**src/rtl/fdb_pkg.sv**
```systemverilog
`default_nettype none

package fdb_pkg;

    localparam int MAX_COLS   = 2048;
    localparam int MAX_ROWS   = 2048;
    localparam int LANES      = 8;
    localparam int PIX_W      = 4;
    localparam int BYTE_W     = 2 * PIX_W;
    localparam int WORD_W     = LANES * PIX_W;
    localparam int INTER_W    = LANES * BYTE_W;
    localparam int COORD_W    = 12;
    localparam int SUM_W      = COORD_W + 1;
    localparam int LANE_IDX_W = $clog2(LANES);
    localparam int SEG_ALIGN  = 32;
    localparam int CFG_IDX_W  = 3;
    localparam int CFG_DATA_W = 12;
    localparam int ORG_W      = 11;

    // register indexes
    localparam logic [CFG_IDX_W-1:0] CFG_CROP_LEFT   = 3'd0;
    localparam logic [CFG_IDX_W-1:0] CFG_CROP_TOP    = 3'd1;
    localparam logic [CFG_IDX_W-1:0] CFG_CROP_SPAN_X = 3'd2;
    localparam logic [CFG_IDX_W-1:0] CFG_CROP_SPAN_Y = 3'd3;
    localparam logic [CFG_IDX_W-1:0] CFG_FRAME_COLS  = 3'd4;
    localparam logic [CFG_IDX_W-1:0] CFG_FRAME_ROWS  = 3'd5;

    localparam logic [ORG_W-1:0]      RST_CROP_LEFT   = 11'd0;
    localparam logic [ORG_W-1:0]      RST_CROP_TOP    = 11'd0;
    localparam logic [CFG_DATA_W-1:0] RST_CROP_SPAN_X = 12'd2048;
    localparam logic [CFG_DATA_W-1:0] RST_CROP_SPAN_Y = 12'd2048;
    localparam logic [CFG_DATA_W-1:0] RST_FRAME_COLS  = 12'd2048;
    localparam logic [CFG_DATA_W-1:0] RST_FRAME_ROWS  = 12'd2048;

    typedef struct packed {
        logic [WORD_W-1:0] new_word;
        logic [WORD_W-1:0] old_word;
    } t_in_beat;

    typedef struct packed {
        logic [INTER_W-1:0] interlaced_pixels;
        logic               row_end;
        logic               row_changed;
        logic               frame_end;
        logic [COORD_W-1:0] box_x;
        logic [COORD_W-1:0] box_y;
        logic [COORD_W-1:0] box_width;
        logic [COORD_W-1:0] box_height;
    } t_out_beat;

    // derived crop / segment bounds, held in registers
    typedef struct packed {
        logic [SUM_W-1:0] seg_start;
        logic [SUM_W-1:0] seg_end;
        logic [SUM_W-1:0] x_end;
        logic [SUM_W-1:0] y_end;
        logic [SUM_W-1:0] crop_left;
        logic [SUM_W-1:0] crop_top;
        logic [SUM_W-1:0] empty_x;
        logic [SUM_W-1:0] empty_y;
    } t_bounds;

    typedef struct packed {
        logic               restart;
        logic [COORD_W-1:0] seg_start;
        logic [COORD_W-1:0] crop_top;
    } t_cfg_ctl;

    typedef struct packed {
        logic diff;
        logic track;
    } t_lane_flags;

    typedef struct packed {
        logic                  any_diff;
        logic                  any_track;
        logic [LANE_IDX_W-1:0] first_idx;
        logic [LANE_IDX_W-1:0] last_idx;
    } t_merge;

    function automatic t_bounds calc_bounds(
        input logic [ORG_W-1:0]      cl,
        input logic [ORG_W-1:0]      ct,
        input logic [CFG_DATA_W-1:0] sx,
        input logic [CFG_DATA_W-1:0] sy,
        input logic [CFG_DATA_W-1:0] fc,
        input logic [CFG_DATA_W-1:0] fr
    );
        t_bounds          b;
        logic [SUM_W-1:0] eff_c;
        logic [SUM_W-1:0] eff_r;
        logic [SUM_W-1:0] sum_x;
        logic [SUM_W-1:0] sum_y;
        logic [SUM_W-1:0] seg_hi;
        logic [SUM_W-1:0] seg_lo;
        logic [SUM_W-1:0] align_m;
        align_m = SUM_W'(SEG_ALIGN - 1);
        eff_c = (SUM_W'(fc) > SUM_W'(MAX_COLS)) ? SUM_W'(MAX_COLS) : SUM_W'(fc);
        eff_r = (SUM_W'(fr) > SUM_W'(MAX_ROWS)) ? SUM_W'(MAX_ROWS) : SUM_W'(fr);
        sum_x = SUM_W'(cl) + SUM_W'(sx);
        sum_y = SUM_W'(ct) + SUM_W'(sy);
        seg_lo = SUM_W'(cl) & ~align_m;
        seg_hi = (sum_x + align_m) & ~align_m;
        if (seg_hi > eff_c) seg_hi = eff_c;
        if (seg_hi < seg_lo) seg_hi = seg_lo;
        b.seg_start = seg_lo;
        b.seg_end   = seg_hi;
        b.x_end     = (sum_x < eff_c) ? sum_x : eff_c;
        b.y_end     = (sum_y < eff_r) ? sum_y : eff_r;
        b.crop_left = SUM_W'(cl);
        b.crop_top  = SUM_W'(ct);
        b.empty_x   = (b.crop_left > b.x_end) ? b.crop_left : b.x_end;
        b.empty_y   = (b.crop_top > b.y_end) ? b.crop_top : b.y_end;
        return b;
    endfunction

    localparam t_bounds RST_BOUNDS = calc_bounds(RST_CROP_LEFT, RST_CROP_TOP,
        RST_CROP_SPAN_X, RST_CROP_SPAN_Y, RST_FRAME_COLS, RST_FRAME_ROWS);

endpackage

`default_nettype wire

```
**src/rtl/fdb_cfg.sv**
```systemverilog
`default_nettype none

module fdb_cfg
    import fdb_pkg::*;
(
    input  wire logic                  i_clk,
    input  wire logic                  i_rst_n,
    input  wire logic                  i_cfg_valid,
    output logic                       o_cfg_ready,
    input  wire logic [CFG_IDX_W-1:0]  i_cfg_index,
    input  wire logic [CFG_DATA_W-1:0] i_cfg_data,
    output t_bounds                    o_bounds,
    output t_cfg_ctl                   o_ctl
);

    logic [ORG_W-1:0]      r_crop_left,   n_crop_left;
    logic [ORG_W-1:0]      r_crop_top,    n_crop_top;
    logic [CFG_DATA_W-1:0] r_crop_span_x, n_crop_span_x;
    logic [CFG_DATA_W-1:0] r_crop_span_y, n_crop_span_y;
    logic [CFG_DATA_W-1:0] r_frame_cols,  n_frame_cols;
    logic [CFG_DATA_W-1:0] r_frame_rows,  n_frame_rows;
    t_bounds               r_bounds,      n_bounds;
    logic                  w_hit;

    assign o_cfg_ready = 1'b1;

    always_comb begin
        n_crop_left   = r_crop_left;
        n_crop_top    = r_crop_top;
        n_crop_span_x = r_crop_span_x;
        n_crop_span_y = r_crop_span_y;
        n_frame_cols  = r_frame_cols;
        n_frame_rows  = r_frame_rows;
        w_hit         = 1'b0;
        if (i_cfg_valid) begin
            w_hit = 1'b1;
            unique case (i_cfg_index)
                CFG_CROP_LEFT:   n_crop_left   = i_cfg_data[ORG_W-1:0];
                CFG_CROP_TOP:    n_crop_top    = i_cfg_data[ORG_W-1:0];
                CFG_CROP_SPAN_X: n_crop_span_x = i_cfg_data;
                CFG_CROP_SPAN_Y: n_crop_span_y = i_cfg_data;
                CFG_FRAME_COLS:  n_frame_cols  = i_cfg_data;
                CFG_FRAME_ROWS:  n_frame_rows  = i_cfg_data;
                default:         w_hit         = 1'b0;
            endcase
        end
        n_bounds = calc_bounds(n_crop_left, n_crop_top, n_crop_span_x,
                               n_crop_span_y, n_frame_cols, n_frame_rows);
    end

    always_ff @(posedge i_clk) begin
        if (!i_rst_n) begin
            r_crop_left   <= RST_CROP_LEFT;
            r_crop_top    <= RST_CROP_TOP;
            r_crop_span_x <= RST_CROP_SPAN_X;
            r_crop_span_y <= RST_CROP_SPAN_Y;
            r_frame_cols  <= RST_FRAME_COLS;
            r_frame_rows  <= RST_FRAME_ROWS;
            r_bounds      <= RST_BOUNDS;
        end else if (w_hit) begin
            r_crop_left   <= n_crop_left;
            r_crop_top    <= n_crop_top;
            r_crop_span_x <= n_crop_span_x;
            r_crop_span_y <= n_crop_span_y;
            r_frame_cols  <= n_frame_cols;
            r_frame_rows  <= n_frame_rows;
            r_bounds      <= n_bounds;
        end
    end

    assign o_bounds          = r_bounds;
    assign o_ctl.restart     = w_hit;
    assign o_ctl.seg_start   = n_bounds.seg_start[COORD_W-1:0];
    assign o_ctl.crop_top    = n_bounds.crop_top[COORD_W-1:0];

endmodule

`default_nettype wire

```
**src/rtl/fdb_lane.sv**
```systemverilog
`default_nettype none

module fdb_lane
    import fdb_pkg::*;
(
    input  wire logic [PIX_W-1:0] i_new_pix,
    input  wire logic [PIX_W-1:0] i_old_pix,
    input  wire logic [SUM_W-1:0] i_col,
    input  wire t_bounds          i_bounds,
    output logic [BYTE_W-1:0]     o_byte,
    output t_lane_flags           o_flags
);

    assign o_byte        = {i_new_pix, i_old_pix};
    // pixels past the segment end are interlaced only
    assign o_flags.diff  = (i_new_pix != i_old_pix) && (i_col < i_bounds.seg_end);
    assign o_flags.track = o_flags.diff && (i_col >= i_bounds.crop_left)
                           && (i_col < i_bounds.x_end);

endmodule

`default_nettype wire

```
**src/rtl/fdb_merge.sv**
```systemverilog
`default_nettype none

module fdb_merge
    import fdb_pkg::*;
(
    input  wire logic [LANES-1:0] i_diff,
    input  wire logic [LANES-1:0] i_track,
    output t_merge                o_merge
);

    always_comb begin
        o_merge.any_diff  = |i_diff;
        o_merge.any_track = |i_track;
        o_merge.first_idx = '0;
        o_merge.last_idx  = '0;
        for (int k = LANES - 1; k >= 0; k--) begin
            if (i_track[k]) o_merge.first_idx = LANE_IDX_W'(k);
        end
        for (int k = 0; k < LANES; k++) begin
            if (i_track[k]) o_merge.last_idx = LANE_IDX_W'(k);
        end
    end

endmodule

`default_nettype wire

```
**src/rtl/frame_difference_dirty_box_unit.sv**
```systemverilog
// Channel  Dir  Handshake               Payload
// in       in   i_in_valid / o_in_stall  i_in_data  (t_in_beat: new_word, old_word)
// out      out  o_out_valid / i_out_stall o_out_data (t_out_beat: pixels, flags, box)
// cfg      in   i_cfg_valid / o_cfg_ready i_cfg_index, i_cfg_data
//
// One beat per cycle unless stalled; each result appears in the cycle after its
// input beat, from the output register fed by the eight pixel lanes and the merge.
// Input stalls only while the output register is full and stalled downstream.
// Synchronous active-low reset restores register defaults and restarts the frame.
// Each write to a defined config index restarts the frame and recomputes the bounds.
`default_nettype none

module frame_difference_dirty_box_unit
    import fdb_pkg::*;
(
    input  wire logic                  i_clk,
    input  wire logic                  i_rst_n,
    input  wire logic                  i_in_valid,
    output logic                       o_in_stall,
    input  wire t_in_beat              i_in_data,
    output logic                       o_out_valid,
    input  wire logic                  i_out_stall,
    output t_out_beat                  o_out_data,
    input  wire logic                  i_cfg_valid,
    output logic                       o_cfg_ready,
    input  wire logic [CFG_IDX_W-1:0]  i_cfg_index,
    input  wire logic [CFG_DATA_W-1:0] i_cfg_data
);

    t_bounds  w_bounds;
    t_cfg_ctl w_ctl;

    fdb_cfg u_cfg (
        .i_clk       (i_clk),
        .i_rst_n     (i_rst_n),
        .i_cfg_valid (i_cfg_valid),
        .o_cfg_ready (o_cfg_ready),
        .i_cfg_index (i_cfg_index),
        .i_cfg_data  (i_cfg_data),
        .o_bounds    (w_bounds),
        .o_ctl       (w_ctl)
    );

    // frame scan state
    logic [COORD_W-1:0] r_col_cursor, n_col_cursor;
    logic [COORD_W-1:0] r_row_cursor, n_row_cursor;
    logic               r_row_diff,   n_row_diff;
    logic               r_col_any,    n_col_any;
    logic               r_row_any,    n_row_any;
    logic [COORD_W-1:0] r_first_col,  n_first_col;
    logic [COORD_W-1:0] r_last_col,   n_last_col;
    logic [COORD_W-1:0] r_first_row,  n_first_row;
    logic [COORD_W-1:0] r_last_row,   n_last_row;

    logic      r_out_valid;
    t_out_beat r_out, n_out;

    logic w_fire;
    assign o_in_stall = r_out_valid && i_out_stall;
    assign w_fire     = i_in_valid && !o_in_stall;

    // lanes: one pixel pair each, column = cursor + lane
    logic [INTER_W-1:0] w_inter;
    logic [LANES-1:0]   w_diff;
    logic [LANES-1:0]   w_track;

    for (genvar k = 0; k < LANES; k++) begin : g_lane
        t_lane_flags w_flags;
        fdb_lane u_lane (
            .i_new_pix (i_in_data.new_word[k*PIX_W +: PIX_W]),
            .i_old_pix (i_in_data.old_word[k*PIX_W +: PIX_W]),
            .i_col     (SUM_W'(r_col_cursor) + SUM_W'(k)),
            .i_bounds  (w_bounds),
            .o_byte    (w_inter[k*BYTE_W +: BYTE_W]),
            .o_flags   (w_flags)
        );
        assign w_diff[k]  = w_flags.diff;
        assign w_track[k] = w_flags.track;
    end

    t_merge w_merge;

    fdb_merge u_merge (
        .i_diff  (w_diff),
        .i_track (w_track),
        .o_merge (w_merge)
    );

    logic w_row_end;
    logic w_frame_end;
    logic w_row_diff;
    logic w_row_hit;
    logic w_col_any;
    logic w_row_any;
    logic [COORD_W-1:0] w_first_col;
    logic [COORD_W-1:0] w_last_col;
    logic [COORD_W-1:0] w_first_row;
    logic [COORD_W-1:0] w_last_row;

    always_comb begin
        w_row_end   = (SUM_W'(r_col_cursor) + SUM_W'(LANES)) >= w_bounds.seg_end;
        w_frame_end = w_row_end && ((SUM_W'(r_row_cursor) + SUM_W'(1)) >= w_bounds.y_end);
        w_row_diff  = r_row_diff || w_merge.any_diff;

        // column extent, this beat folded in
        w_col_any   = r_col_any || w_merge.any_track;
        w_first_col = r_col_any ? r_first_col
                                : r_col_cursor + COORD_W'(w_merge.first_idx);
        w_last_col  = w_merge.any_track ? r_col_cursor + COORD_W'(w_merge.last_idx)
                                        : r_last_col;

        // row extent: only rows below y_end are tracked
        w_row_hit   = w_row_end && w_row_diff
                      && (SUM_W'(r_row_cursor) < w_bounds.y_end);
        w_row_any   = r_row_any || w_row_hit;
        w_first_row = r_row_any ? r_first_row : r_row_cursor;
        w_last_row  = w_row_hit ? r_row_cursor : r_last_row;

        n_out.interlaced_pixels = w_inter;
        n_out.row_end           = w_row_end;
        n_out.row_changed       = w_row_end && w_row_diff;
        n_out.frame_end         = w_frame_end;
        n_out.box_x             = '0;
        n_out.box_y             = '0;
        n_out.box_width         = '0;
        n_out.box_height        = '0;
        if (w_frame_end) begin
            if (w_col_any) begin
                n_out.box_x     = w_first_col;
                n_out.box_width = w_last_col - w_first_col + COORD_W'(1);
            end else begin
                n_out.box_x     = w_bounds.empty_x[COORD_W-1:0];
            end
            if (w_row_any) begin
                n_out.box_y      = w_first_row;
                n_out.box_height = w_last_row - w_first_row + COORD_W'(1);
            end else begin
                n_out.box_y      = w_bounds.empty_y[COORD_W-1:0];
            end
        end
    end

    always_comb begin
        n_col_cursor = r_col_cursor;
        n_row_cursor = r_row_cursor;
        n_row_diff   = r_row_diff;
        n_col_any    = r_col_any;
        n_row_any    = r_row_any;
        n_first_col  = r_first_col;
        n_last_col   = r_last_col;
        n_first_row  = r_first_row;
        n_last_row   = r_last_row;
        if (w_ctl.restart) begin
            n_col_cursor = w_ctl.seg_start;
            n_row_cursor = w_ctl.crop_top;
            n_row_diff   = 1'b0;
            n_col_any    = 1'b0;
            n_row_any    = 1'b0;
        end else if (w_fire) begin
            if (w_frame_end) begin
                // frame done: back to the top-left of the segment
                n_col_cursor = w_bounds.seg_start[COORD_W-1:0];
                n_row_cursor = w_bounds.crop_top[COORD_W-1:0];
                n_row_diff   = 1'b0;
                n_col_any    = 1'b0;
                n_row_any    = 1'b0;
            end else begin
                n_col_any   = w_col_any;
                n_first_col = w_first_col;
                n_last_col  = w_last_col;
                n_row_any   = w_row_any;
                n_first_row = w_first_row;
                n_last_row  = w_last_row;
                if (w_row_end) begin
                    n_col_cursor = w_bounds.seg_start[COORD_W-1:0];
                    n_row_cursor = r_row_cursor + COORD_W'(1);
                    n_row_diff   = 1'b0;
                end else begin
                    n_col_cursor = r_col_cursor + COORD_W'(LANES);
                    n_row_diff   = w_row_diff;
                end
            end
        end
    end

    always_ff @(posedge i_clk) begin
        if (!i_rst_n) begin
            r_col_cursor <= RST_BOUNDS.seg_start[COORD_W-1:0];
            r_row_cursor <= RST_BOUNDS.crop_top[COORD_W-1:0];
            r_row_diff   <= 1'b0;
            r_col_any    <= 1'b0;
            r_row_any    <= 1'b0;
            r_first_col  <= '0;
            r_last_col   <= '0;
            r_first_row  <= '0;
            r_last_row   <= '0;
            r_out_valid  <= 1'b0;
        end else begin
            r_col_cursor <= n_col_cursor;
            r_row_cursor <= n_row_cursor;
            r_row_diff   <= n_row_diff;
            r_col_any    <= n_col_any;
            r_row_any    <= n_row_any;
            r_first_col  <= n_first_col;
            r_last_col   <= n_last_col;
            r_first_row  <= n_first_row;
            r_last_row   <= n_last_row;
            if (!o_in_stall) begin
                r_out_valid <= i_in_valid;
            end
        end
    end

    // output payload, loaded on each accepted beat
    always_ff @(posedge i_clk) begin
        if (w_fire) begin
            r_out <= n_out;
        end
    end

    assign o_out_valid = r_out_valid;
    assign o_out_data  = r_out;

`ifndef SYNTHESIS
    a_frame_has_row_end: assert property (@(posedge i_clk) disable iff (!i_rst_n)
        o_out_valid && o_out_data.frame_end |-> o_out_data.row_end)
        else $error("frame_end without row_end");

    a_cursor_aligned: assert property (@(posedge i_clk) disable iff (!i_rst_n)
        r_col_cursor[LANE_IDX_W-1:0] == '0)
        else $error("column cursor off lane alignment");

    a_frame_restart: assert property (@(posedge i_clk) disable iff (!i_rst_n)
        w_fire && w_frame_end |=>
            (r_col_cursor == w_bounds.seg_start[COORD_W-1:0])
            && (r_row_cursor == w_bounds.crop_top[COORD_W-1:0]) && !r_col_any && !r_row_any)
        else $error("scan state not restarted after frame end");
`endif

endmodule

`default_nettype wire
```
**config.mk**
```make
export PLATFORM = sky130hd
export DESIGN_NAME = frame_difference_dirty_box_unit
export DESIGN_NICKNAME = d
export VERILOG_FILES = /design/src/rtl/fdb_pkg.sv /design/src/rtl/fdb_cfg.sv /design/src/rtl/fdb_lane.sv /design/src/rtl/fdb_merge.sv /design/src/rtl/frame_difference_dirty_box_unit.sv
export SDC_FILE = /design/constraint.sdc
export NUM_CORES = 1
export LEC_CHECK = 0
export BUFFER_PORTS_ARGS = -buffer_cell sky130_fd_sc_hd__buf_2
export CORE_MARGIN = 3
export CORE_UTILIZATION = 35
export DETAILED_ROUTE_END_ITERATION = 8
export PLACE_DENSITY_LB_ADDON = 0.25
export SLEW_MARGIN = 20
export SYNTH_ARGS = -nofsm -noshare
export SYNTH_HDL_FRONTEND = slang
export SYNTH_SLANG_ARGS = --single-unit
export TNS_END_PERCENT = 20
```
**constraint.sdc**
```tcl
create_clock -name i_clk -period 8.2 [get_ports i_clk]
set_clock_uncertainty 0.1 [all_clocks]
set_input_delay 0.82 -clock i_clk [delete_from_list [all_inputs] [get_ports i_clk]]
set_output_delay 0.82 -clock i_clk [all_outputs]
set_load 0.02 [all_outputs]
```
======== After elaboration in Yosys (flattened, before gate mapping) ========
Index checks and enable logic that the tools add are counted.
storage, ports and cells
  register bits after elaboration ......... 330
  input bits .............................. 84
  output and inout port bits .............. 118
  logic and storage cells ................. 204
operators by class
  add/sub/neg operators ................... 20
  order comparisons ....................... 35
  equality and inequality tests ........... 13
  mux-type cells .......................... 55
  bitwise logic cells ..................... 3
  reduce and logical (&&, ||, !) cells .... 46
operators with widths
  operator                                        number
  2-to-1 mux 12 bit                               22
  < comparator 13 bit                             16
  >= comparator 13 x 11 -> 1 bit                  7
  2-to-1 mux 11 bit                               8
  adder 12 x 3 -> 13 bit (second input constant)  4
  2-to-1 mux 13 bit                               4
  < comparator 12 x 13 -> 1 bit                   3
  adder 12 x 1 -> 12 bit (second input constant)  3
  2-to-1 mux 3 bit                                12
  inequality test 4 bit                           8
  logical AND 1 bit                               29
  adder 11 x 12 -> 13 bit                         2
  adder 12 x 1 -> 13 bit (second input constant)  2
  adder 12 x 2 -> 13 bit (second input constant)  2
  >= comparator 13 bit                            2
  > comparator 11 x 13 -> 1 bit                   2
  adder 12 x 3 -> 12 bit                          2
  > comparator 12 bit (second input constant)     2
  subtractor 12 bit                               2
  OR reduction 8 bit                              2
  adder 12 x 4 -> 13 bit (second input constant)  1
  adder 13 x 5 -> 13 bit (second input constant)  1
  > comparator 13 bit                             1
  < comparator 13 x 11 -> 1 bit                   1
  17 further kinds                                34

======== Longest topological paths before layout ========
Gate-level depths: netlist of run 1.
  depth in word-level cells ............... 17
  mapped depth ............................ 39
  gate-level depth less buffers ........... 37

======== Cells and area by module ========
From an unflattened synthesis of run 1, not the netlist that was laid out.
second synthesis, totals
  cells, all modules ...................... 3384
  area, all modules ....................... 28872.7 um2
by module, submodules not included
  module                           times used  cells an instance  area each (um2)  seq. area each (um2)
  frame_difference_dirty_box_unit  1           1216               11793.8          4974.8
  fdb_cfg                          1           1002               8720.9           2702.6
  fdb_lane                         8           143                1028.5           0.0
  fdb_merge                        1           22                 130.1            0.0

======== Worst setup path before layout of run 1 ========
Ideal clock, no wire load.
  path kind ............................... input to register
  start point ............................. input port i_cfg_valid
  end point ............................... register u_cfg.r_bounds (netlist bit u_cfg.o_bounds[80])
  setup time .............................. 0.128 ns
  arrival ................................. 7.267 ns
  data required time ...................... 7.972 ns
  slack ................................... 0.706 ns
  cell stages on the path ................. 32
  buffers on the path ..................... 5
  path through ............................ buf_2 nor4b_1 clkbuf_1 clkbuf_1 mux2i_1 inv_1 ha_1 inv_1 fa_1 and2b_1 o221a_2 a2bb2oi_2 xor2_1 and4b_4 xor2_1 ha_1 a21o_1 a21oi_1 o221ai_1 o211ai_1 nand3b_1 a31oi_4 clkbuf_1 o21ai_0 ha_1 a21o_1 a21oi_1 nor2b_1 a2111o_1 buf_6 a32oi_1 nor2_1
RTL lines
  item                    line                                   RTL
  start: declaration      frame_difference_dirty_box_unit.sv:24  input wire logic i_cfg_valid,
  end signal: assignment  fdb_cfg.sv:67                          r_bounds <= n_bounds;
  end: declaration        fdb_cfg.sv:22                          t_bounds r_bounds, n_bounds;

======== Worst setup path after layout of run 1 ========
  start point ............................. register r_col_cursor[6]
  end point ............................... register r_out (netlist bit o_out_data[23]), data pin
between the ends
  longest elaborated chain between the ends .. 17
  elaborated cells between the ends (all ways) .. 82
RTL lines
  item                            line                                    RTL
  start: declaration              frame_difference_dirty_box_unit.sv:45   logic [COORD_W-1:0] r_col_cursor, n_col_cursor;
  start signal: assignment        frame_difference_dirty_box_unit.sv:188  r_col_cursor <= RST_BOUNDS.seg_start[COORD_W-1:0];
  start signal: assignment        frame_difference_dirty_box_unit.sv:199  r_col_cursor <= n_col_cursor;
  adder 12 x 3 -> 13 bit          frame_difference_dirty_box_unit.sv:72   .i_col (SUM_W'(r_col_cursor) + SUM_W'(k)),
  < comparator 13 bit             fdb_lane.sv:16                          assign o_flags.diff = (i_new_pix != i_old_pix) && (i_col < i_bounds.seg_end);
  logical AND 1 bit               fdb_lane.sv:16
  logical AND 1 bit               fdb_lane.sv:17                          assign o_flags.track = o_flags.diff && (i_col >= i_bounds.crop_left)
  logical AND 1 bit               fdb_lane.sv:18                          && (i_col < i_bounds.x_end);
  2-to-1 mux 3 bit (8 in series)  fdb_merge.sv:17                         if (i_track[k]) o_merge.first_idx = LANE_IDX_W'(k);
  adder 12 x 3 -> 12 bit          frame_difference_dirty_box_unit.sv:108  : r_col_cursor + COORD_W'(w_merge.first_idx);
  2-to-1 mux 12 bit               frame_difference_dirty_box_unit.sv:107  w_first_col = r_col_any ? r_first_col
  subtractor 12 bit               frame_difference_dirty_box_unit.sv:130  n_out.box_width = w_last_col - w_first_col + COORD_W'(1);
  adder 12 x 1 -> 12 bit          frame_difference_dirty_box_unit.sv:130
  end signal: assignment          frame_difference_dirty_box_unit.sv:217  r_out <= n_out;
  end: declaration                frame_difference_dirty_box_unit.sv:56   t_out_beat r_out, n_out;
Parallel ways exist; a longest one is shown, timed or not.
A chain may end at the register's enable or synchronous reset.

==> results.txt, run 1 <==
* GRT met2 Usage: 0.352
* Final-stage net count: 3,564
- Multi-input gate area in the final layout: approximately 17,000 um2
- Slew Limit Headroom: 0.310
* Worst-Skew Late Latency: around 0.58 ns
- The tree is rooted in a sky130_fd_sc_hd__clkbuf_16.
- For the worst setup path, the data required time is 8.53 ns.
- Leading post-synthesis cells by instance count: sky130_fd_sc_hd__ha_1, sky130_fd_sc_hd__nor2_1, sky130_fd_sc_hd__dfxtp_1, sky130_fd_sc_hd__a21oi_1, sky130_fd_sc_hd__inv_1
- Fraction of the core area covered by cells at the end of the flow: 0.411
- PD cells: 174 nW/um2
- Summing all flip-flop and latch instances after layout gives roughly 7600 um2.
- For this run, global-route usage on met3 was measured as 0.0325.
- Dividing the detail-routed via count by the number of cells gives 5.42.
- CP max FO: 8
- Setup slack on the worst reg-to-reg path comes out at 0.40 ns.
- Register clock-pin slew on the reported worst setup and hold paths: roughly 0.06 ns
- For this run, the slowest stage of the critical path takes 0.50 ns.
- CTS built an H-tree with a depth of 2.
- Final hold violation count: 0
- Number of enable-type register cells in the synthesized netlist: 115
- Detailed placement finished with a half-perimeter wire length of 63.7 mm.
- Subtracting the final worst setup slack from the clock period gives 7.80 ns.
- Static timing analysis puts the maximum clock frequency at about 130 MHz.
* Total grt overflow: 0
- Leakage power total: 12.9 nW
* Net Count, Synth: 3,363
- Routing usage on met1: 0.272
* Max-capacitance violation count: 0
* Synthesized netlist cell count: about 2,800
- In this run the most used layer during global routing was met2.
- A synthesized cell averages ~9.1 um2.
- Yosys printed 0 warnings.
- Bufs on Longest Clock Path: 3
- Detail Route Antenna Nets: 0
- The initialized floorplan defines between 90 and 100 standard-cell rows.
* Transition time of the tightest slew-check pin: 1.03 ns
- The die covers just under 80,000 um2.
- The number of antenna violations at the first check in global routing came to 0.
- Die W: 278 um
- Final setup violation count: 0
* Pin count of the biggest net entering global routing: 69
- Overall power: 5.16 mW
* Final Wtd Congestion: 0.956
* Avg WL per Cell: between 20 and 25 um
* Worst min path class: in2reg
* Clock tree from TritonCTS: built
* Final WL: roughly 83 mm
- Endpoint kind of the worst setup timing path: register
* Number of DRC violations after detailed routing: 0
- Initial DRC Count: 1,693
- The area growth from synthesis to layout is 14.8%.
- Final max-slew violation count: 0
* Cell with the biggest individual delay on the critical path: sky130_fd_sc_hd__dfxtp_1
* Global-route wire length before repair: 127 mm
* Predominant post-synthesis flop cell: sky130_fd_sc_hd__dfxtp_1
* Endpoint arrival time on the critical path: 8.13 ns
- Final TNS setup: 0 ns
- Of all cell types, the one taking the most synthesized area is sky130_fd_sc_hd__ha_1.
- In this run the cell area of the synthesized design comes to around 26,000 um2.
* Fraction of layout cells with a size suffix above 1: 0.152
* Worst-case hold slack: 0.343 ns
- Number of clock buffers inserted by TritonCTS: between 40 and 50
- Placeable core area: 72,200 um2
- The first detailed-routing pass took 5 iterations.
* Fraction of the cycle the final worst path needs: 0.952
* Proportion of synthesized flip-flops having asynchronous set or reset: 0
- Number of unique standard cell types used by synthesis: 96
- 0 antenna diodes ended up in the layout.
- In this run the tool buffered the top-level ports with 200 buffer cells.
- Crit path kind: reg2reg
- Ranked by total cell area, the synthesized netlist is headed by sky130_fd_sc_hd__ha_1, sky130_fd_sc_hd__dfxtp_1, sky130_fd_sc_hd__edfxtp_1.
* Height of the die: approximately 280 um
* Yosys reg bits: 324
- During I/O placement, the number of pins put on the boundary was 202.
- For this run, the total global-route usage over all layers was measured as 0.210.
- Vias in the first global route: 21,076
- Starting utilization of the core area: 0.357
- # clock sinks: 324
- The worst setup path is launched from a register.
- VDD sags by at most 0.134 mV.
- DR vias: 21,796
- The share of synthesized area in the top cell type comes to 0.210.
- Sequential element share of the synthesized area: 0.296
* Leading cell type by number of instances after synthesis: sky130_fd_sc_hd__ha_1
* Filler cell count in the final layout: 7,316
- The run finished with clean final reports.
[through the flow]
step	setup slack (ns)	area, um2	instances
4_1_cts	0.246	29600	4022
5_1_grt	-0.0252	29700	4023
3_5_place_dp	0.274	28100	3946
3_3_place_gp	0.250	28100	3946
6_report	0.397	29700	4023
2_1_floorplan	0.706	25800	2839
[area by class of cell]
type	instances	area share
timing repair buffer	285	0.0554
clock buffer	54	0.0398
clock inverter	22	0.00916
inverter	147	0.0188
tap	950	0.0401
sequential	324	0.258
multi-input combinational	2241	0.579
[kinds of logic (layout without fill, tap and decap cells)]
| logic type | count (synthesis) | count (layout) | synth area share |
|---|---|---|---|
| other | 1 | 1 | 0.000145 |
| AO/OA/AOI/OAI | 692 | 692 | 0.180 |
| XOR/XNOR | 173 | 173 | 0.0593 |
| adder cells (fa/ha/maj) | 440 | 440 | 0.215 |
| AND/OR/NAND/NOR | 792 | 792 | 0.148 |
| flip-flops | 324 | 324 | 0.296 |
| multiplexers | 143 | 143 | 0.0591 |
| buffers and inverters | 274 | 508 | 0.0428 |
[registers in the layout, summed over array words and instances (netlist names)]
name and flops:
o_out_data 115, o_out_valid 1, r_col_any 1, r_col_cursor 12
r_first_col 12, r_first_row 12, r_last_col 12, r_last_row 12
r_row_any 1, r_row_cursor 12, r_row_diff 1, u_cfg.o_bounds 63
u_cfg.r_crop_left 11, u_cfg.r_crop_span_x 12, u_cfg.r_crop_span_y 12, u_cfg.r_crop_top 11
u_cfg.r_frame_cols 12, u_cfg.r_frame_rows 12
[per-layer routing]
metal	up-vias	share of wire
li1	10807	-
met1	10213	0.44
met2	636	0.46
met3	140	0.059
met4	0	0.036
met5	-	0
[final timing paths]
kind | depth (start not counted) | start | endpoint
worst max-delay path | 31 | r_col_cursor[6] | o_out_data[23]
worst min-delay path | 1 | i_in_data[47] | o_out_data[82]
worst max register to register | 31 | r_col_cursor[6] | o_out_data[23]
worst min register to register | 2 | r_last_col[0] | r_last_col[0]
[cell usage in the layout (no fill, tap or decap), drive strengths merged, types with 17 or more instances in the layout]
| cell type | netlist | layout |
|---|---|---|
| and2 | 30 | 30 |
| o21ai | 133 | 133 |
| mux2i | 76 | 76 |
| a21oi | 174 | 174 |
| buf | 40 | 285 |
| o21a | 48 | 48 |
| mux2 | 67 | 67 |
| and3 | 26 | 26 |
| nand2 | 140 | 140 |
| nand3 | 90 | 90 |
| o311ai | 19 | 19 |
| xor2 | 75 | 75 |
| o31ai | 19 | 19 |
| nor2 | 286 | 286 |
| edfxtp | 115 | 115 |
| ha | 434 | 434 |
| inv | 146 | 147 |
| a21o | 64 | 64 |
| clkbuf | 87 | 54 |
| o211ai | 27 | 27 |
| or3 | 20 | 20 |
| nor4 | 18 | 18 |
| a31oi | 17 | 17 |
| a211oi | 76 | 76 |
| clkinv | 1 | 17 |
| a21boi | 20 | 20 |
| xnor2 | 98 | 98 |
| nand4 | 31 | 31 |
| nand2b | 27 | 27 |
| dfxtp | 209 | 209 |
| nor2b | 34 | 34 |
| nor3 | 55 | 55 |
[worst max-delay path: cells and delay by family, from the launching register on]
family                     cells  cell delay, ns
AOI/OAI and AO/OA             10            2.63
xor gates and xnor gates       4            0.86
muxes                          1            0.28
and+or+nand+nor               11            1.83
adders and majority gates      4            1.17
buffers and inverters          1            0.27
DFF                            1            0.50
[where the power goes]
group	internal (mW)	leakage [nW]	switching [mW]
clock network	1.15	0.714	0.767
registers	1.74	2.84	0.0421
logic	0.578	9.39	0.875
[what timing repair did]
action                     CTS  global route
hold buffers                 0             0
hold endpoints to repair     0             0
buffers inserted             0             1
setup endpoints to repair    0             2
resized for setup            0            17
(Power assumes the default switching activity.)
==> run 2, diff against run 1 <==
==> constraint.sdc (replaced) <==
create_clock -name i_clk -period 8.2 [get_ports i_clk]
set_clock_uncertainty 0.1 [all_clocks]
set_input_delay 0.41 -clock i_clk [delete_from_list [all_inputs] [get_ports i_clk]]
set_output_delay 0.41 -clock i_clk [all_outputs]
set_load 0.02 [all_outputs]
==> run 2 against run 1 <==
Effect of this change: sequential power is essentially flat; register-to-register slack about the same; count of clock-buffer cells in the layout is 1 lower; critical path type unchanged; via count rose by 1.6%; worst hold slack worse by 0.28 ns; largest cell class unchanged; final cell count rose by 1.3%; non-clock buffer count grew 56; fmax barely moved; clock power fell by 8%; critical path depth up 2; total power shrank 2.4%.
==> results.txt, run 2 (synthesis results as in run 1) <==
- Outcome: finished clean (unchanged)
- Sum of net half-perimeters after detailed placement: 63.3 mm (was 63.7 mm)
- The number of antenna violations at the first check in global routing is 0 (unchanged).
- Initial DRC Count: 1,629 (was 1,693)
* Crit path kind: reg2reg (unchanged)
- The clock slew seen by the registers of the worst setup and hold paths was 0.06 ns (about the same).
- The time the worst path needs with I/O delays and setup is 7.81 ns (was 7.80 ns).
* CP max FO: 9 (was 8)
* Total grt overflow: 0 (unchanged)
- Global-route wire length before repair: 130 mm (was 127 mm)
- Number of clock buffers inserted by TritonCTS: 40 (was 41)
- PD cells: 167 nW/um2 (was 174 nW/um2)
- The logic gate share of total power came to 0.293 (was 0.282).
* IO Count: 202 (unchanged)
* Setup WS pre-CTS: 0.157 ns (was 0.274 ns)
- Pin count of the biggest net entering global routing: 92 (was 69)
* Filler cell count in the final layout: 7,198 (was 7,316)
- Setup ws final: 0.390 ns (was 0.397 ns)
- DR vias: 22,155 (was 21,796)
* Critical Path RT: 8.54 ns (was 8.53 ns)
- # clock sinks: 324 (unchanged)
* Vias in the first global route: 21,643 (was 21,076)
- Endpoint kind of the worst setup timing path: register (unchanged)
- The net switching fraction of the power is 0.335 (was 0.327).
- Number of detailed-routing iterations run before antenna repair: 5 (unchanged)
* Total Die Area: 77,100 um2 (unchanged)
* Type of origin of the critical path: register (unchanged)
- Setup repair after global routing left no endpoint under its margin.
- The most common library cell in the layout ignoring fill and taps was sky130_fd_sc_hd__ha_1 (unchanged).
- Leakage power total: 13.1 nW (was 12.9 nW)
- Final-stage net count: 3,619 (was 3,564)
- Avg WL per Cell: 20.7 um (about the same)
* Detail Route Antenna Nets: 0 (unchanged)
* Final TNS setup: 0 ns (unchanged)
- Fraction of layout cells with a size suffix above 1: 0.146 (was 0.152)
- The part of the cycle the worst path needs came to 0.952 (about the same).
* Transition time of the tightest slew-check pin: 1.13 ns (was 1.03 ns)
- Clock Root Buffer: sky130_fd_sc_hd__clkbuf_16 (unchanged)
* Peak per-stage delay on the critical path: 0.56 ns (was 0.50 ns)
- The sequential fraction of design power came to 0.355 (was 0.346).
- Top library cells by usage in the layout, fill and taps aside: sky130_fd_sc_hd__ha_1, sky130_fd_sc_hd__nor2_1, sky130_fd_sc_hd__dfxtp_1 (unchanged)
- Number of DRC violations after detailed routing: 0 (unchanged)
* Final hold violation count: 0 (unchanged)
- Net load switching power: 1.69 mW (was 1.68 mW)
* Max rail drop VDD: 0.131 mV (was 0.134 mV)
- The number of placement rows was 98 (unchanged).
- Vias per cell: 5.44 (was 5.42)
* Endpoint arrival time on the critical path: 8.16 ns (was 8.13 ns)
- The headroom to the max-slew limit came to 0.246 (was 0.310).
- The weighted congestion at the end of routability-driven global placement is 0.967 (was 0.956).
* Max-capacitance violation count: 0 (unchanged)
* Internal power: 3.34 mW (was 3.47 mW)
- The largest buffer count on any clock path is 3 (unchanged).
- Final WL: 84.4 mm (was 83.4 mm)
- The number of diodes added for antenna fixing came to 0 (unchanged).
* FMAX: 128 MHz (about the same)
* Height of the die: 278 um (unchanged)
- The highest-delay cell along the critical path was sky130_fd_sc_hd__dfxtp_1 (unchanged).
- The horizontal die dimension came to 278 um (unchanged).
* Area growth from synthesis to layout: 16.6% (was 14.8%)
- Total routing usage reported by global routing: 0.213 (was 0.210)
- The final number of max-transition violations was 0 (unchanged).
- Clock tree from TritonCTS: built (unchanged)
- Clock power frac: 0.352 (was 0.372)
* Top cell by count, worst path: sky130_fd_sc_hd__ha_1
- Final setup violation count: 0 (unchanged)
- Starting utilization of the core area: 0.357 (unchanged)
- The insertion delay of the later-clocked pin in the worst-skew pair came to 0.59 ns (was 0.58 ns).
- Overall power: 5.03 mW (was 5.16 mW)
- The type of the worst min-delay path was in2reg (unchanged).
- H-tree depth: 2 (unchanged)
* Placeable core area: 72,200 um2 (unchanged)
- Max reg flops: 115 (unchanged)
- The count of buffers from port buffering was 200 (unchanged).
-- run 2: changes by cell type in the layout (fill, tap and decap cells not counted), sizes merged --
cell         before  now
buf             285  276
bufinv            4    2
clkbuf           54   53
clkinvlp          1    2
dlygate4sd3       0   65
clkinv           17   16
-- run 2: final timing paths --
check        depth (start not counted)  slack [ns]        endpoint            start
max                                 33        0.39  o_out_data[23]  r_col_cursor[0]
max reg2reg                         33        0.39  o_out_data[23]  r_col_cursor[0]
min                                  4        0.06     o_out_valid      i_out_stall
min reg2reg                          2        0.36   r_last_col[5]    r_last_col[5]
-- run 2: power groups by stage --
stage          registers [mW]  clock network [mW]  logic (mW)
4_1_cts                  1.79                1.82        1.46
3_5_place_dp             1.82                   0        1.42
2_1_floorplan            1.85                   0       0.961
3_3_place_gp             1.82                   0        1.42
5_1_grt                  1.79                1.88        1.65
6_report                 1.79                1.77        1.48
-- run 2: layout make-up --
cell class,count,area [um2],area share
clock inverter,20,208,0.00690
clock buffer,53,1090,0.0362
timing repair buffer,341,2220,0.0739
multi-input combinational,2241,17200,0.571
tap,950,1190,0.0395
inverter,147,557,0.0185
sequential,324,7640,0.254
-- run 2: per-layer routing --
metal / vias up / part of all wire / track usage
li1: 10923 / - / -
met1: 10479 / 0.45 / 0.285
met2: 613 / 0.46 / 0.358
met3: 140 / 0.049 / 0.0241
met4: 0 / 0.034 / 0.0722
met5: - / 0 / 0
-- run 2: metrics by stage --
step / hold slack (ns) / std cells / utilization / cell area [um2]
after floorplan: 0.325 / 2839 / - / 25800
after global placement: 0.335 / 3936 / 0.388 / 28000
after detailed placement: 0.352 / 3936 / 0.388 / 28000
after CTS: 0.0237 / 4074 / 0.415 / 30000
after global routing: 0.0576 / 4076 / 0.417 / 30100
final: 0.0599 / 4076 / 0.417 / 30100
-- run 2: critical path, delay by kind of cell, from the launching register on --
kind                     cells  cell delay (ns)
AO/OA/AOI/OAI               10             2.48
XOR/XNOR                     4             0.66
adder cells (fa/ha/maj)      5             1.45
buffers and inverters        4             0.74
flip-flops                   1             0.56
multiplexers                 1             0.27
AND/OR/NAND/NOR              9             1.40
-- run 2: repair_timing --
item	CTS	global route
resized for setup	0	23
endpoints found under the hold margin	65	0
setup buffers	0	2
endpoints found under the setup margin	0	4
hold buffers	65	0
==> run 3, diff against run 2 <==
CORE_ASPECT_RATIO = 1.4   (was default)
==> run 3 against run 2 <==
Effect of this change: cell area up 0.69%; critical endpoint unchanged; die area barely moved; non-clock buffer count up 11; largest cell class unchanged.
==> results.txt, run 3 (synthesis results as in run 1) <==
* Max-capacitance violation count: 0 (unchanged)
- The clock slew seen by the registers of the worst setup and hold paths was 0.06 ns (about the same).
- Number of DRC violations after detailed routing: 0 (unchanged)
- Bufs on Longest Clock Path: 3 (unchanged)
- Clock tree from TritonCTS: built (unchanged)
- Detail Route Antenna Nets: 0 (unchanged)
- The achievable clock frequency was 131 MHz (was 128 MHz).
* IO Count: 202 (unchanged)
* Top cell by count, worst path: sky130_fd_sc_hd__ha_1 (unchanged)
* Transition time of the tightest slew-check pin: 0.926 ns (was 1.13 ns)
* Setup WS pre-CTS: 0.0589 ns (was 0.157 ns)
* Internal power: 3.48 mW (was 3.34 mW)
* Global-route wire length before repair: 135 mm (was 130 mm)
- The die area is 77,100 um2 (about the same).
- Total routing usage reported by global routing: 0.225 (was 0.213)
- The number of vias per cell after detailed routing came to 5.49 (was 5.44).
* Non-filler instance count after layout: 4,085 (was 4,076)
- Vias in the first global route: 22,399 (was 21,643)
- The net count of the finished layout was 3,628 (was 3,619).
* Clock Root Buffer: sky130_fd_sc_hd__clkbuf_16 (unchanged)
- The area used by multi-input combinational logic came to 17,200 um2 (about the same).
- Fraction of the cycle the final worst path needs: 0.932 (was 0.952)
* Avg WL per Cell: 21.9 um (was 20.7 um)
- The reported net switching power is 1.73 mW (was 1.69 mW).
* Height of the die: 327 um (was 278 um)
- Hold Path Sink: u_cfg.r_frame_cols[0] (was o_out_valid)
- The half-perimeter wire length after detailed placement came to 66.5 mm (was 63.3 mm).
- The logic gate share of total power is 0.287 (was 0.293).
- The depth of the worst register-to-register path came to 36 (was 33).
- Starting utilization of the core area: 0.354 (was 0.357)
* Area growth from synthesis to layout: 17.4% (was 16.6%)
- Reg power frac: 0.343 (was 0.355)
- The final number of max-transition violations came to 0 (unchanged).
* Worst min path class: in2reg (unchanged)
* Slew Limit Headroom: 0.383 (was 0.246)
* Endpoint arrival time on the critical path: 8.00 ns (was 8.16 ns)
* Crit path kind: reg2reg (unchanged)
- Worst-Skew Late Latency: 0.60 ns (was 0.59 ns)
* Final WL: 89.5 mm (was 84.4 mm)
- Final Wtd Congestion: 0.979 (was 0.967)
- The total via count in the routed design was 22,425 (was 22,155).
* Placeable core area: 72,900 um2 (was 72,200 um2)
- The reg2reg setup slack came to 0.56 ns (was 0.39 ns).
- The largest stage delay on the critical path was 0.40 ns (was 0.56 ns).
* Total grt overflow: 0 (unchanged)
- End of the worst register-to-register path: o_out_data[23] (unchanged)
* Port buffer count: 200 (unchanged)
* Setup ws final: 0.557 ns (was 0.390 ns)
* Net switching share of the total power: 0.332 (was 0.335)
- The time the worst path needs with I/O delays and setup was 7.64 ns (was 7.81 ns).
* PD cells: 172 nW/um2 (was 167 nW/um2)
* Worst-case hold slack: 0.157 ns (was 0.0599 ns)
* # clock sinks: 324 (unchanged)
- The portion of total power attributed to the clock network was 0.369 (was 0.352).
- The total iterations of the first detailed-routing run came to 6 (was 5).
- Die W: 236 um (was 278 um)
- Filler cell count in the final layout: 7,284 (was 7,198)
* Min-Delay Path Depth: 3 (was 4)
* H-tree depth: 2 (unchanged)
- Endpoint kind of the worst setup timing path: register (unchanged)
* Count of inserted antenna diode cells: 0 (unchanged)
- The number of placement rows is 117 (was 98).
- Number of clock buffers inserted by TritonCTS: 38 (was 40)
- The first-iteration detailed-routing DRC count was 1,372 (was 1,629).
- Start point of the worst min-delay path: i_cfg_data[0] (was i_out_stall)
- The number of placed cells counting well taps is 3,946 (was 3,936).
* CP max FO: 9 (unchanged)
- Outcome: finished clean (unchanged)
* Critical Path RT: 8.56 ns (was 8.54 ns)
- Storage element area: 7640 um2 (about the same)
* Top library cells by usage in the layout, fill and taps aside: sky130_fd_sc_hd__ha_1, sky130_fd_sc_hd__nor2_1, sky130_fd_sc_hd__dfxtp_1 (unchanged)
* Initial antenna violation count: 0 (unchanged)
* Leakage power total: 13.2 nW (was 13.1 nW)
* Reg2Reg Launch Point: r_col_cursor[4] (was r_col_cursor[0])
- The highest-delay cell along the critical path is sky130_fd_sc_hd__a2111oi_0 (was sky130_fd_sc_hd__dfxtp_1).
- Most common cell after layout, fill and taps aside: sky130_fd_sc_hd__ha_1 (unchanged)
- Final hold violation count: 0 (unchanged)
- Max rail drop VDD: 0.130 mV (was 0.131 mV)
* Type of origin of the critical path: register (unchanged)
* Pin count of the biggest net entering global routing: 69 (was 92)
- Final setup violation count: 0 (unchanged)
- Fraction of layout cells with a size suffix above 1: 0.149 (was 0.146)
- The number of flip-flops under the largest register name came to 115 (unchanged).
run 3: changes by cell type in the layout (fill, tap and decap cells not counted), moves of 5 or more:
cell                        delta
sky130_fd_sc_hd__clkinv_2      -6
sky130_fd_sc_hd__bufinv_16     +5
sky130_fd_sc_hd__buf_4         +8
sky130_fd_sc_hd__clkbuf_1      -6
run 3: how the worst max path moves through the flow:
stage / start / end / slack [ns] / depth (start not counted)
after floorplan: r_col_cursor[2] / o_out_data[23] / 1.0 / 34
after global placement: r_col_cursor[1] / o_out_data[23] / 0.17 / 37
after detailed placement: r_col_cursor[1] / o_out_data[23] / 0.06 / 37
after CTS: r_col_cursor[1] / o_out_data[23] / 0.02 / 37
after global routing: r_col_cursor[4] / o_out_data[23] / -0.02 / 36
final: r_col_cursor[4] / o_out_data[23] / 0.56 / 36
run 3: area by class of cell:
class / instances / area share
clock buffers: 44 / 0.0339
clock inverters: 25 / 0.0123
inverters: 147 / 0.0184
multi-input cells: 2241 / 0.567
flip-flops and latches: 324 / 0.252
well taps: 952 / 0.0393
repair buffers: 352 / 0.0767
run 3: critical path: cells and delay by family, from the launching register on:
kind            cells  cell delay (ns)
flops               1             0.37
fa+ha+maj           6             1.79
xor+xnor            4             0.90
mux                 1             0.27
buf+inv             3             0.36
simple gates       12             1.93
compound gates     10             1.80
run 3: power groups by stage:
stage | clock [mW] | sequential, mW | combinational [mW]
floorplan | 0 | 1.85 | 0.961
global placement | 0 | 1.82 | 1.45
detailed placement | 0 | 1.82 | 1.45
CTS | 1.99 | 1.79 | 1.48
global route | 2.04 | 1.80 | 1.65
finish | 1.93 | 1.79 | 1.50
run 3: metrics by stage:
stage,utilization,cell area [um2],power (mW),setup TNS (ns)
after floorplan,-,25800,2.81,0
after detailed placement,0.386,28100,3.27,0
after global placement,0.386,28100,3.27,0
after CTS,0.414,30200,5.26,0
after global routing,0.416,30300,5.49,-0.0150
final,0.416,30300,5.21,0
run 3: what timing repair did:
| item | CTS | global route |
|---|---|---|
| gates resized for setup | 0 | 20 |
| endpoints found under the setup margin | 0 | 4 |
| setup buffers | 0 | 4 |
| hold endpoints to repair | 65 | 0 |
| hold buffers | 66 | 0 |
run 3: metal layers:
| metal | GRT usage | vias up | share of wire |
|---|---|---|---|
| met1 | 0.251 | 10571 | 0.39 |
| met5 | 0 | - | 0 |
| li1 | - | 10910 | - |
| met3 | 0.0300 | 263 | 0.045 |
| met2 | 0.405 | 681 | 0.50 |
| met4 | 0.137 | 0 | 0.070 |
